**src/hw/rtl/tekd_pkg.sv**
```systemverilog
`timescale 1ns / 1ps
// ----------------------------------------------------------------------------
// tekd_pkg
// Types and constants shared by the terminal escape key decoder.
// ----------------------------------------------------------------------------
package tekd_pkg;

   // Parser phases, one-hot
   typedef enum logic [3:0] {
      PH_IDLE    = 4'b0001,
      PH_ESC     = 4'b0010,
      PH_BRACKET = 4'b0100,
      PH_NUMBER  = 4'b1000
   } phase_type;

   // Event kinds on the result channel
   localparam logic [1:0] KIND_CLOSE = 2'd0;
   localparam logic [1:0] KIND_DOWN  = 2'd1;
   localparam logic [1:0] KIND_UP    = 2'd2;

   // Key codes
   localparam logic [8:0] KEY_RET = 9'd256;
   localparam logic [8:0] KEY_ESC = 9'd257;
   localparam logic [8:0] KEY_UP  = 9'd258;

   // Byte codes
   localparam logic [7:0] CH_CTRL_C = 8'h03;
   localparam logic [7:0] CH_CR     = 8'h0d;
   localparam logic [7:0] CH_ESC    = 8'h1b;
   localparam logic [7:0] CH_SPACE  = 8'h20;
   localparam logic [7:0] CH_LBRACK = 8'h5b;
   localparam logic [7:0] CH_TILDE  = 8'h7e;

   // Outcome of decoding one byte
   typedef struct packed {
      phase_type  nxt_phase;
      logic [7:0] nxt_accum;
      logic       emit_close;   // one close event
      logic       emit_press;   // key-down then key-up pair
      logic [8:0] key;
   } decode_type;

endpackage

```
**src/hw/rtl/tekd_decode.sv**
```systemverilog
`timescale 1ns / 1ps
// ----------------------------------------------------------------------------
// tekd_decode
// Combinational escape parser step: next phase, accumulator and events.
// ----------------------------------------------------------------------------
module tekd_decode (
   input  logic [7:0]           rx_byte,
   input  tekd_pkg::phase_type  phase,
   input  logic [7:0]           accum,
   output tekd_pkg::decode_type dec
);
   import tekd_pkg::*;

   logic        is_digit;
   logic        is_alnum;
   logic [3:0]  digit;
   logic [11:0] acc_sum;
   logic [8:0]  n9;

   assign is_digit = (rx_byte >= 8'h30) && (rx_byte <= 8'h39);
   assign is_alnum = is_digit || ((rx_byte >= 8'h41) && (rx_byte <= 8'h5a))
                     || ((rx_byte >= 8'h61) && (rx_byte <= 8'h7a));
   assign digit    = 4'(rx_byte - 8'h30);
   // value * 10 + digit
   assign acc_sum  = {1'b0, accum, 3'b000} + {3'b000, accum, 1'b0} + {8'h00, digit};
   assign n9       = {1'b0, accum};

   always_comb begin
      dec.nxt_phase  = phase;
      dec.nxt_accum  = accum;
      dec.emit_close = 1'b0;
      dec.emit_press = 1'b0;
      dec.key        = {1'b0, rx_byte};
      if (rx_byte == CH_CTRL_C) begin
         dec.nxt_phase  = PH_IDLE;
         dec.emit_close = 1'b1;
         dec.key        = 9'd0;
      end else if (rx_byte == CH_SPACE) begin
         dec.nxt_phase  = PH_IDLE;
         dec.emit_press = 1'b1;
      end else if (rx_byte == CH_CR) begin
         dec.nxt_phase  = PH_IDLE;
         dec.emit_press = 1'b1;
         dec.key        = KEY_RET;
      end else if (rx_byte == CH_ESC) begin
         // doubled escape emits the key and stays in escape
         dec.nxt_phase  = PH_ESC;
         dec.emit_press = (phase == PH_ESC);
         dec.key        = KEY_ESC;
      end else begin
         case (phase)
            PH_ESC: begin
               dec.nxt_phase = (rx_byte == CH_LBRACK) ? PH_BRACKET : PH_IDLE;
            end
            PH_BRACKET: begin
               dec.nxt_phase = PH_IDLE;
               if ((rx_byte >= 8'h41) && (rx_byte <= 8'h44)) begin
                  dec.emit_press = 1'b1;
                  dec.key        = KEY_UP + {7'd0, rx_byte[1:0] - 2'd1};
               end else if (is_digit) begin
                  dec.nxt_phase = PH_NUMBER;
                  dec.nxt_accum = {4'd0, digit};
               end
            end
            PH_NUMBER: begin
               if (is_digit) begin
                  dec.nxt_accum = (acc_sum > 12'd255) ? 8'hff : acc_sum[7:0];
               end else begin
                  dec.nxt_phase = PH_IDLE;
                  if (rx_byte == CH_TILDE) begin
                     if ((accum >= 8'd11) && (accum <= 8'd16)) begin
                        dec.emit_press = 1'b1;
                        dec.key        = n9 + 9'd251;
                     end else if ((accum >= 8'd17) && (accum <= 8'd21)) begin
                        dec.emit_press = 1'b1;
                        dec.key        = n9 + 9'd250;
                     end else if ((accum >= 8'd23) && (accum <= 8'd24)) begin
                        dec.emit_press = 1'b1;
                        dec.key        = n9 + 9'd249;
                     end
                  end
               end
            end
            default: begin
               // idle: alphanumerics press their own code
               dec.emit_press = is_alnum;
            end
         endcase
      end
   end

endmodule

```
**src/hw/rtl/terminal_escape_key_decoder.sv**
```systemverilog
`timescale 1ns / 1ps
// ----------------------------------------------------------------------------
// terminal_escape_key_decoder
// Turns a raw terminal byte stream into close and key press/release events.
// ----------------------------------------------------------------------------
// Usage:
//   req channel: one raw terminal byte per transaction (req_rx_byte).
//   rsp channel: one key event per transaction (kind, key id, run_end).
//   A byte yields no event, one close event (Ctrl-C) or a key-down/key-up
//   pair; run_end marks the last event that a byte causes.
//   Path: an accepted byte waits in the input register, where it is decoded;
//   its events are then loaded into the result register, which offers them.
//   Throughput: the result register delivers one event per cycle while
//   rsp_stall is low, so a byte that presses a key occupies it for a down
//   beat and an up beat; bytes with no event or a single close event pass
//   at one per cycle. A press keeps a later byte that emits waiting.
//   Stall: while rsp_stall is high the current event holds; the input
//   register holds its byte and req_stall rises unless the byte needs no
//   result slot. The next byte is taken as the last beat leaves.
//   Reset (synchronous, active high): parser returns to idle, accumulator
//   clears, both registers empty.
// ----------------------------------------------------------------------------
module terminal_escape_key_decoder (
   input  logic       clock,
   input  logic       reset,
   input  logic       req_valid,
   output logic       req_stall,
   input  logic [7:0] req_rx_byte,
   output logic       rsp_valid,
   input  logic       rsp_stall,
   output logic [1:0] rsp_event_kind,
   output logic [8:0] rsp_key_id,
   output logic       rsp_run_end
);
   import tekd_pkg::*;

   // input register
   logic       in_valid_ff, in_valid_in;
   logic [7:0] byte_ff, byte_in;

   // parser state
   phase_type  phase_ff, phase_in;
   logic [7:0] accum_ff, accum_in;

   // result register: one close event or a two-beat press
   logic       rec_valid_ff, rec_valid_in;
   logic       rec_close_ff, rec_close_in;
   logic [8:0] rec_key_ff, rec_key_in;
   logic       beat_ff, beat_in;

   decode_type dec;
   logic       rec_last;
   logic       rec_done;
   logic       dec_emits;
   logic       advance;

   tekd_decode u_decode (
      .rx_byte (byte_ff),
      .phase   (phase_ff),
      .accum   (accum_ff),
      .dec     (dec)
   );

   // close is a single beat, a press ends on its second beat
   assign rec_last  = rec_close_ff || beat_ff;
   assign rec_done  = rec_valid_ff && !rsp_stall && rec_last;
   assign dec_emits = dec.emit_close || dec.emit_press;

   // drain the input register when the byte needs no slot or the slot frees
   assign advance   = in_valid_ff && (!dec_emits || !rec_valid_ff || rec_done);
   assign req_stall = in_valid_ff && !advance;

   always_comb begin
      in_valid_in = in_valid_ff;
      byte_in     = byte_ff;
      if (advance || !in_valid_ff) begin
         in_valid_in = req_valid;
         byte_in     = req_rx_byte;
      end
   end

   always_comb begin
      phase_in = phase_ff;
      accum_in = accum_ff;
      if (advance) begin
         phase_in = dec.nxt_phase;
         accum_in = dec.nxt_accum;
      end
   end

   always_comb begin
      rec_valid_in = rec_valid_ff;
      rec_close_in = rec_close_ff;
      rec_key_in   = rec_key_ff;
      beat_in      = beat_ff;
      if (rec_valid_ff && !rsp_stall) begin
         // advance to the release beat, or retire
         if (rec_last) begin
            rec_valid_in = 1'b0;
            beat_in      = 1'b0;
         end else begin
            beat_in      = 1'b1;
         end
      end
      if (advance && dec_emits) begin
         rec_valid_in = 1'b1;
         rec_close_in = dec.emit_close;
         rec_key_in   = dec.key;
         beat_in      = 1'b0;
      end
   end

   always_ff @(posedge clock) begin
      if (reset) begin
         in_valid_ff  <= 1'b0;
         phase_ff     <= PH_IDLE;
         accum_ff     <= 8'd0;
         rec_valid_ff <= 1'b0;
         beat_ff      <= 1'b0;
      end else begin
         in_valid_ff  <= in_valid_in;
         phase_ff     <= phase_in;
         accum_ff     <= accum_in;
         rec_valid_ff <= rec_valid_in;
         beat_ff      <= beat_in;
      end
   end

   // payload registers
   always_ff @(posedge clock) begin
      byte_ff      <= byte_in;
      rec_close_ff <= rec_close_in;
      rec_key_ff   <= rec_key_in;
   end

   // drive the result channel from the result register
   assign rsp_valid      = rec_valid_ff;
   assign rsp_key_id     = rec_key_ff;
   assign rsp_run_end    = rec_last;
   assign rsp_event_kind = rec_close_ff ? KIND_CLOSE : (beat_ff ? KIND_UP : KIND_DOWN);

`ifndef SYNTHESIS
   // a close event never has a second beat
   a_close_single: assert property (@(posedge clock) disable iff (reset)
      rec_valid_ff && beat_ff |-> !rec_close_ff)
      else $error("close event reached a second beat");

   // a key-down is always followed by its key-up with the same key
   a_press_pair: assert property (@(posedge clock) disable iff (reset)
      rsp_valid && !rsp_stall && !rsp_run_end |=>
         rsp_valid && rsp_event_kind == KIND_UP && rsp_key_id == $past(rsp_key_id))
      else $error("key-down not followed by matching key-up");

   // a held byte stays in the input register until decoded
   a_hold_byte: assert property (@(posedge clock) disable iff (reset)
      in_valid_ff && !advance |=> in_valid_ff && $stable(byte_ff))
      else $error("input register lost a byte");

   // the parser moves only when a byte is decoded
   a_phase_quiet: assert property (@(posedge clock) disable iff (reset)
      !$past(advance) && !$past(reset) |-> $stable(phase_ff) && $stable(accum_ff))
      else $error("parser state changed without a decoded byte");
`endif

endmodule

```
**config.mk**
```make
export PLATFORM = sky130hd
export DESIGN_NAME = terminal_escape_key_decoder
export DESIGN_NICKNAME = d
export VERILOG_FILES = /design/src/hw/rtl/tekd_pkg.sv /design/src/hw/rtl/tekd_decode.sv /design/src/hw/rtl/terminal_escape_key_decoder.sv
export SDC_FILE = /design/constraint.sdc
export NUM_CORES = 1
export LEC_CHECK = 0
export BUFFER_PORTS_ARGS = -buffer_cell sky130_fd_sc_hd__buf_2
export CORE_UTILIZATION = 30
export CTS_CLUSTER_DIAMETER = 80
export CTS_CLUSTER_SIZE = 14
export DETAILED_ROUTE_END_ITERATION = 8
export PLACE_DENSITY = 0.5
export SETUP_SLACK_MARGIN = 0.4
export SLEW_MARGIN = 5
export SYNTH_ARGS = -nofsm -noshare
export SYNTH_HDL_FRONTEND = slang
export SYNTH_SLANG_ARGS = --single-unit
```
**constraint.sdc**
```tcl
create_clock -name clock -period 4.2 [get_ports clock]
set_clock_uncertainty 0.15 [all_clocks]
set_input_delay 0 -clock clock [delete_from_list [all_inputs] [get_ports clock]]
set_output_delay 0 -clock clock [all_outputs]
set_load 0.02 [all_outputs]
```
* Word-level counts from Yosys, hierarchy flattened
Index checks and enable logic that the tools add are counted.
** Storage, ports and cells
- Register bits :: 33
- Bits of input ports :: 12
** Operators by class
- Add/sub/neg operators :: 8
- $lt $le $gt $ge :: 14
- Equality and inequality tests :: 13
- Muxes and demuxes :: 32
- Bitwise gates (word level) :: 4
- Reductions and logical operators :: 33
** Operators by type and width (number)
- 2-to-1 mux 10 bit :: 8
- adder 8 x 8 -> 9 bit, second input constant :: 3
- less-or-equal comparator 8 x 5 -> 1 bit, second input constant :: 3
- less-or-equal comparator 8 x 7 -> 1 bit, second input constant :: 3
- 2-to-1 mux 12 bit :: 2
- 2-to-1 mux 8 bit :: 3
- 2-to-1 mux 4 bit :: 5
- case mux 9 bit (2 select lines) :: 1
- equality test 8 x 7 -> 1 bit, second input constant :: 2
- >= comparator 8 x 5 -> 1 bit, second input constant :: 2
- >= comparator 8 x 7 -> 1 bit, second input constant :: 2
- case mux 8 bit (2 select lines) :: 1
- adder 11 x 9 -> 12 bit :: 1
- adder 12 x 4 -> 12 bit :: 1
- > comparator 12 x 8 -> 1 bit, second input constant :: 1
- logical AND 1 bit :: 12
- case mux 4 bit (3 select lines) :: 1
- adder 9 x 2 -> 9 bit, first input constant :: 1
- AND reduction 9 bit :: 1
- equality test 8 x 2 -> 1 bit, second input constant :: 1
- equality test 8 x 4 -> 1 bit, second input constant :: 1
- equality test 8 x 5 -> 1 bit, second input constant :: 1
- equality test 8 x 6 -> 1 bit, second input constant :: 1
- >= comparator 8 x 4 -> 1 bit, second input constant :: 1
- other kinds (22) :: 46

* Logic depth before layout (Yosys ltp)
- Depth after elaboration :: 20
- Depth in mapped cells :: 11
- Gate-level depth less buffers :: 10

* Modules after synthesis
Synthesis repeated with hierarchy kept, for this count alone.
** Second synthesis, totals
- Cells, all modules :: 318
- Area, all modules :: 2810.2 um2
** Modules (own cells, without submodules)
- tekd_decode :: times used 1, cells each 226, area each 1549.0 um2, sequential area each 0.0 um2
- terminal_escape_key_decoder :: times used 1, cells each 92, area each 1261.2 um2, sequential area each 840.8 um2

* Least setup slack after synthesis
No wires, ideal clock.
- Path type :: reg-to-reg
- Start point :: reg byte_ff[3]
- End point :: reg rec_close_ff, enable pin
- Setup time :: 0.376 ns
- Data arrival time :: 2.442 ns
- Slack :: 1.232 ns
- Stages on the path, launching flop included :: 8
- Buffers on the path :: 1
- Path through :: edfxtp_1 -> clkbuf_1 -> or3_1 -> or4_4 -> or2_4 -> nand3_1 -> o221ai_2 -> nor2_1
** On the way
- Cells in the longest elaborated chain, start to end :: 15
** Ends and longest elaborated chain
- start: declaration :: line terminal_escape_key_decoder.sv:39 : logic [7:0] byte_ff, byte_in;
- start signal: assignment :: line terminal_escape_key_decoder.sv:131 : byte_ff <= byte_in;
- >= comparator 8 x 6 -> 1 bit, or another cell as far along :: line tekd_decode.sv:20 : assign is_digit = (rx_byte >= 8'h30) && (rx_byte <= 8'h39);
- logical AND 1 bit (on tied branches) :: line tekd_decode.sv:20, tekd_decode.sv:21
- logical OR 1 bit :: line tekd_decode.sv:21 : assign is_alnum = is_digit || ((rx_byte >= 8'h41) && (rx_byte <= 8'h5a))
- logical OR 1 bit :: line tekd_decode.sv:22 : || ((rx_byte >= 8'h61) && (rx_byte <= 8'h7a));
- case mux 1 bit (3 select lines) :: line tekd_decode.sv:51 : case (phase)
- 2-to-1 mux 10 bit :: line tekd_decode.sv:45 : end else if (rx_byte == CH_ESC) begin
- 2-to-1 mux 10 bit :: line tekd_decode.sv:41 : end else if (rx_byte == CH_CR) begin
- 2-to-1 mux 1 bit :: line tekd_decode.sv:38 : end else if (rx_byte == CH_SPACE) begin
- 2-to-1 mux 1 bit :: line tekd_decode.sv:34 : if (rx_byte == CH_CTRL_C) begin
- logical OR 1 bit * :: line terminal_escape_key_decoder.sv:67 : assign dec_emits = dec.emit_close || dec.emit_press;
- zero test 1 bit :: line terminal_escape_key_decoder.sv:70 : assign advance = in_valid_ff && (!dec_emits || !rec_valid_ff || rec_done);
- logical OR 1 bit (2 in series) :: line terminal_escape_key_decoder.sv:70
- logical AND 1 bit :: line terminal_escape_key_decoder.sv:70
- logical AND 1 bit * :: line terminal_escape_key_decoder.sv:105 : if (advance && dec_emits) begin
- end signal: assignment :: line terminal_escape_key_decoder.sv:132 : rec_close_ff <= rec_close_in;
- end: declaration :: line terminal_escape_key_decoder.sv:47 : logic rec_close_ff, rec_close_in;
Mark *: on every way between the ends. The rest lies on a longest branch, timed or not.
A chain may end at the register's enable or synchronous reset.

* Worst setup path in the final report
- Start point :: reg byte_ff[3]
- End point :: reg accum_ff[3]
** On the way
- Cells in the longest elaborated chain, start to end :: 15
** Ends and longest elaborated chain
- parallel branches: the longest is 15 deep, another holds adder 12 x 4 -> 12 bit
- end signal: assignment :: line terminal_escape_key_decoder.sv:123 : accum_ff <= accum_in;
- end: declaration :: line terminal_escape_key_decoder.sv:43 : logic [7:0] accum_ff, accum_in;
Parallel ways; which one is timed is not known. The select of a mux whose other input is x is not followed.

==> metrics.txt <==
Final period util 82.1%; Worst IR Drop VDD 0.110 mV; number of H-tree branching levels 2; CTS tree built; Final Hold Viols 0; number of filler instances in the final layout 949; max-capacitance violation count 0; maximum achievable frequency 0.290 GHz; horizontal die dimension 96.5 um; TritonCTS sink count 33; Clock transition at path regs 70 ps; vias in the first global route 2228; area of the die 9320 um^2; initial antenna violation count 0; master cell of the clock root buffer clkbuf_8; transition time at the pin with the least slew margin 752 ps; crit path time final 3450 ps; DRT Pass-1 Iters 5; slowest cell on the critical path fa_1; Crit path max-delay family adder cells; Post-Syn Area 2680 um^2; global-route wire length before repair 10900 um; count of mapped cells out of synthesis 300; maximum number of pins on one net before global-route repair 14; Crit path required time 4180 ps; Mapped Nets 341; Critical Path Most Common Cell fa_1; count of pins on the block boundary 26; Area Overhead vs Synth 15.2%; slowest cell delay on critical path 640 ps; number of DRC markers in iteration 0 155; count of flip-flops with a built-in enable after synthesis 18; post-detail-place hpwl 5060 um; worst path cell trace fa_1, inv_1, fa_1, nor2b_1, o21a_1, a31oi_1, or3_1, nor4_1, a221oi_1; layout cell share with drive strength beyond 1 14.5%; Worst Path Buf+Inv 1; Slew Viols, Final 0; Die Height 96.5 um; power density over cell area 214 nW/um^2; maximum net fanout on the critical path 11; count of buffers inserted at the top-level ports 25; Resized Gates After CTS 0; unrepaired setup endpoints after global routing no; Async SR Flop Fraction 0%; leakage power 1.25 nW; detailed-route wire length 6560 um; initial cell density of the core 30.9%; critical path endpoint category flop; DRC violation count after routing 0; outcome finished, final reports clean; TritonCTS Buffers 5; part of the total power dissipated in the clock network 36.1%; GPL Wtd Cong 0.827; mean instance size in the synthesized netlist 8.93 um^2; Row Count 34; commonest register cell after synthesis edfxtp_1; Relative slew margins 49.7%; total of flip-flops plus latches after synthesis 33; number of buffers on the longest clock path 2; TNS Setup 0 ps; Power Internal 0.490 mW; count of nets left with antenna violations after detail routing 0; number of nets in the layout 370; arrival time of data at the critical path endpoint 3430 ps; Setup violations, final 0; fin util 35.6%; routed vias 2347; Sequential Power Share 55.0%; power spent charging and discharging nets 0.170 mW; share of the yosys chip area belonging to registers 31.4%; count of unique library cells instantiated by Yosys 66; kind of critical path reg2reg; switching share of total power 25.7%; standard cell core area 8680 um^2; remaining global-route overflow 0; vias per cell 5.36; detailed-route wire length per cell 15.0 um; Yosys warning total 0; type of the worst min-delay path in2reg; clock latency of the later-clocked register in the worst-skew pair 290 ps; Overall Global Routing Usage 15.2%; share of total power in combinational logic 8.9%; Worst setup SP type flop; number of antenna repair diodes 0
-- final cells by class --
cell class / count / area [um^2] / area share (%)
clock buffers: 5 / 68.8 / 2.23
clock inverters: 3 / 17.5 / 0.567
inverters: 18 / 67.6 / 2.19
repair buffers: 40 / 268 / 8.67
well taps: 108 / 135 / 4.38
flip-flops and latches: 33 / 841 / 27.2
multi-input cells: 231 / 1690 / 54.7
-- kinds of logic (layout without fill, tap and decap cells) --
family          Yosys count  in the layout  share of synthesized area [%]
compound gates           80             80                           21.1
xor+xnor                  8              8                           2.61
fa+ha+maj                29             29                           14.1
buf+inv                  36             66                           5.56
flops                    33             33                           31.4
mux                       6              6                           2.38
simple gates            108            108                           22.9
-- sequential cells by signal, indices dropped and copies added (netlist names) --
name,count
rsp_key_id,9
accum_ff,8
byte_ff,8
phase_ff,4
beat_ff,1
in_valid_ff,1
rec_close_ff,1
rsp_valid,1
-- path summary, 6_finish.rpt --
| path | start | end | slack (ps) | depth (start not counted) |
|---|---|---|---|---|
| setup / recovery | byte_ff[3] | accum_ff[3] | 750 | 9 |
| hold / removal | req_rx_byte[6] | byte_ff[6] | 260 | 2 |
| setup reg to reg | byte_ff[3] | accum_ff[3] | 750 | 9 |
| hold reg to reg | accum_ff[6] | accum_ff[6] | 360 | 2 |
-- metal layers --
metal	share of wire [%]	global-route usage [%]	vias up
met3	3.7	2.82	6
met4	1.1	4.66	0
met1	50	21.4	1098
li1	-	-	1191
met2	45	23.6	52
met5	0	0	-
-- repair_timing --
| action | 4_1_cts | 5_1_grt |
|---|---|---|
| buffers inserted | 0 | 0 |
| hold buffers | 12 | 0 |
| endpoints found under the hold margin | 14 | 0 |
-- cell usage in the layout (no fill, tap or decap), types with 3 or more instances in the layout --
cell	netlist	layout
a21oi_1	18	18
a221oi_1	5	5
a31oi_1	5	5
and2_1	3	3
and3_1	3	3
buf_2	5	25
buf_4	0	3
clkbuf_8	0	5
dfxtp_1	15	15
dlygate4sd3_1	0	12
edfxtp_1	18	18
ha_1	27	27
inv_1	17	17
mux2_2	3	3
mux2i_1	3	3
nand2_1	21	21
nand2b_1	3	3
nand3_1	11	11
nand4_1	3	3
nor2_1	19	19
nor2b_1	6	6
nor3_1	8	8
nor3b_1	3	3
nor4_1	4	4
nor4b_1	5	5
o211ai_1	3	3
o21a_1	3	3
o21ai_0	16	16
o31ai_1	5	5
xnor2_1	7	7
-- Yosys cell counts, types with 3 or more instances --
library cell | count | area share, %
a21oi_1 | 18 | 3.4
a221oi_1 | 5 | 1.6
a31oi_1 | 5 | 1.2
and2_1 | 3 | 0.70
and3_1 | 3 | 0.70
buf_2 | 5 | 0.93
clkbuf_1 | 11 | 1.5
dfxtp_1 | 15 | 11
edfxtp_1 | 18 | 20
ha_1 | 27 | 13
inv_1 | 17 | 2.4
mux2_2 | 3 | 1.3
mux2i_1 | 3 | 1.1
nand2_1 | 21 | 2.9
nand2b_1 | 3 | 0.70
nand3_1 | 11 | 2.1
nand4_1 | 3 | 0.70
nor2_1 | 19 | 2.7
nor2b_1 | 6 | 1.4
nor3_1 | 8 | 1.5
nor3b_1 | 3 | 0.84
nor4_1 | 4 | 0.93
nor4b_1 | 5 | 1.6
o211ai_1 | 3 | 0.84
o21a_1 | 3 | 0.84
o21ai_0 | 16 | 3.0
o31ai_1 | 5 | 1.4
xnor2_1 | 7 | 2.3
-- metrics by stage --
step | total power [mW] | hold slack, ps | setup slack [ps] | std cells | cell area (um^2)
6_report | 0.660 | 263 | 751 | 438 | 3090
3_3_place_gp | 0.420 | 28.5 | 821 | 418 | 2880
5_1_grt | 0.691 | 255 | 444 | 438 | 3090
3_5_place_dp | 0.420 | 28.1 | 771 | 418 | 2880
2_1_floorplan | 0.401 | -51.1 | 1230 | 300 | 2680
4_1_cts | 0.670 | 247 | 739 | 438 | 3090
-- worst reg2reg max path, cell delays in order (launching register included) --
cell and delay, ps:
edfxtp_1 580, fa_1 640, inv_1 70, fa_1 460
nor2b_1 130, o21a_1 150, a31oi_1 90, or3_1 420
nor4_1 460, a221oi_1 170
-- power by group through the flow --
stage          Combinational (mW)  Clock, mW  Sequential, mW
3_3_place_gp               0.0501          0           0.370
2_1_floorplan              0.0383          0           0.363
6_report                   0.0584      0.238           0.363
4_1_cts                    0.0584      0.249           0.363
3_5_place_dp               0.0500          0           0.370
5_1_grt                    0.0650      0.262           0.365
Note: power is estimated with default switching activity, not from simulation.
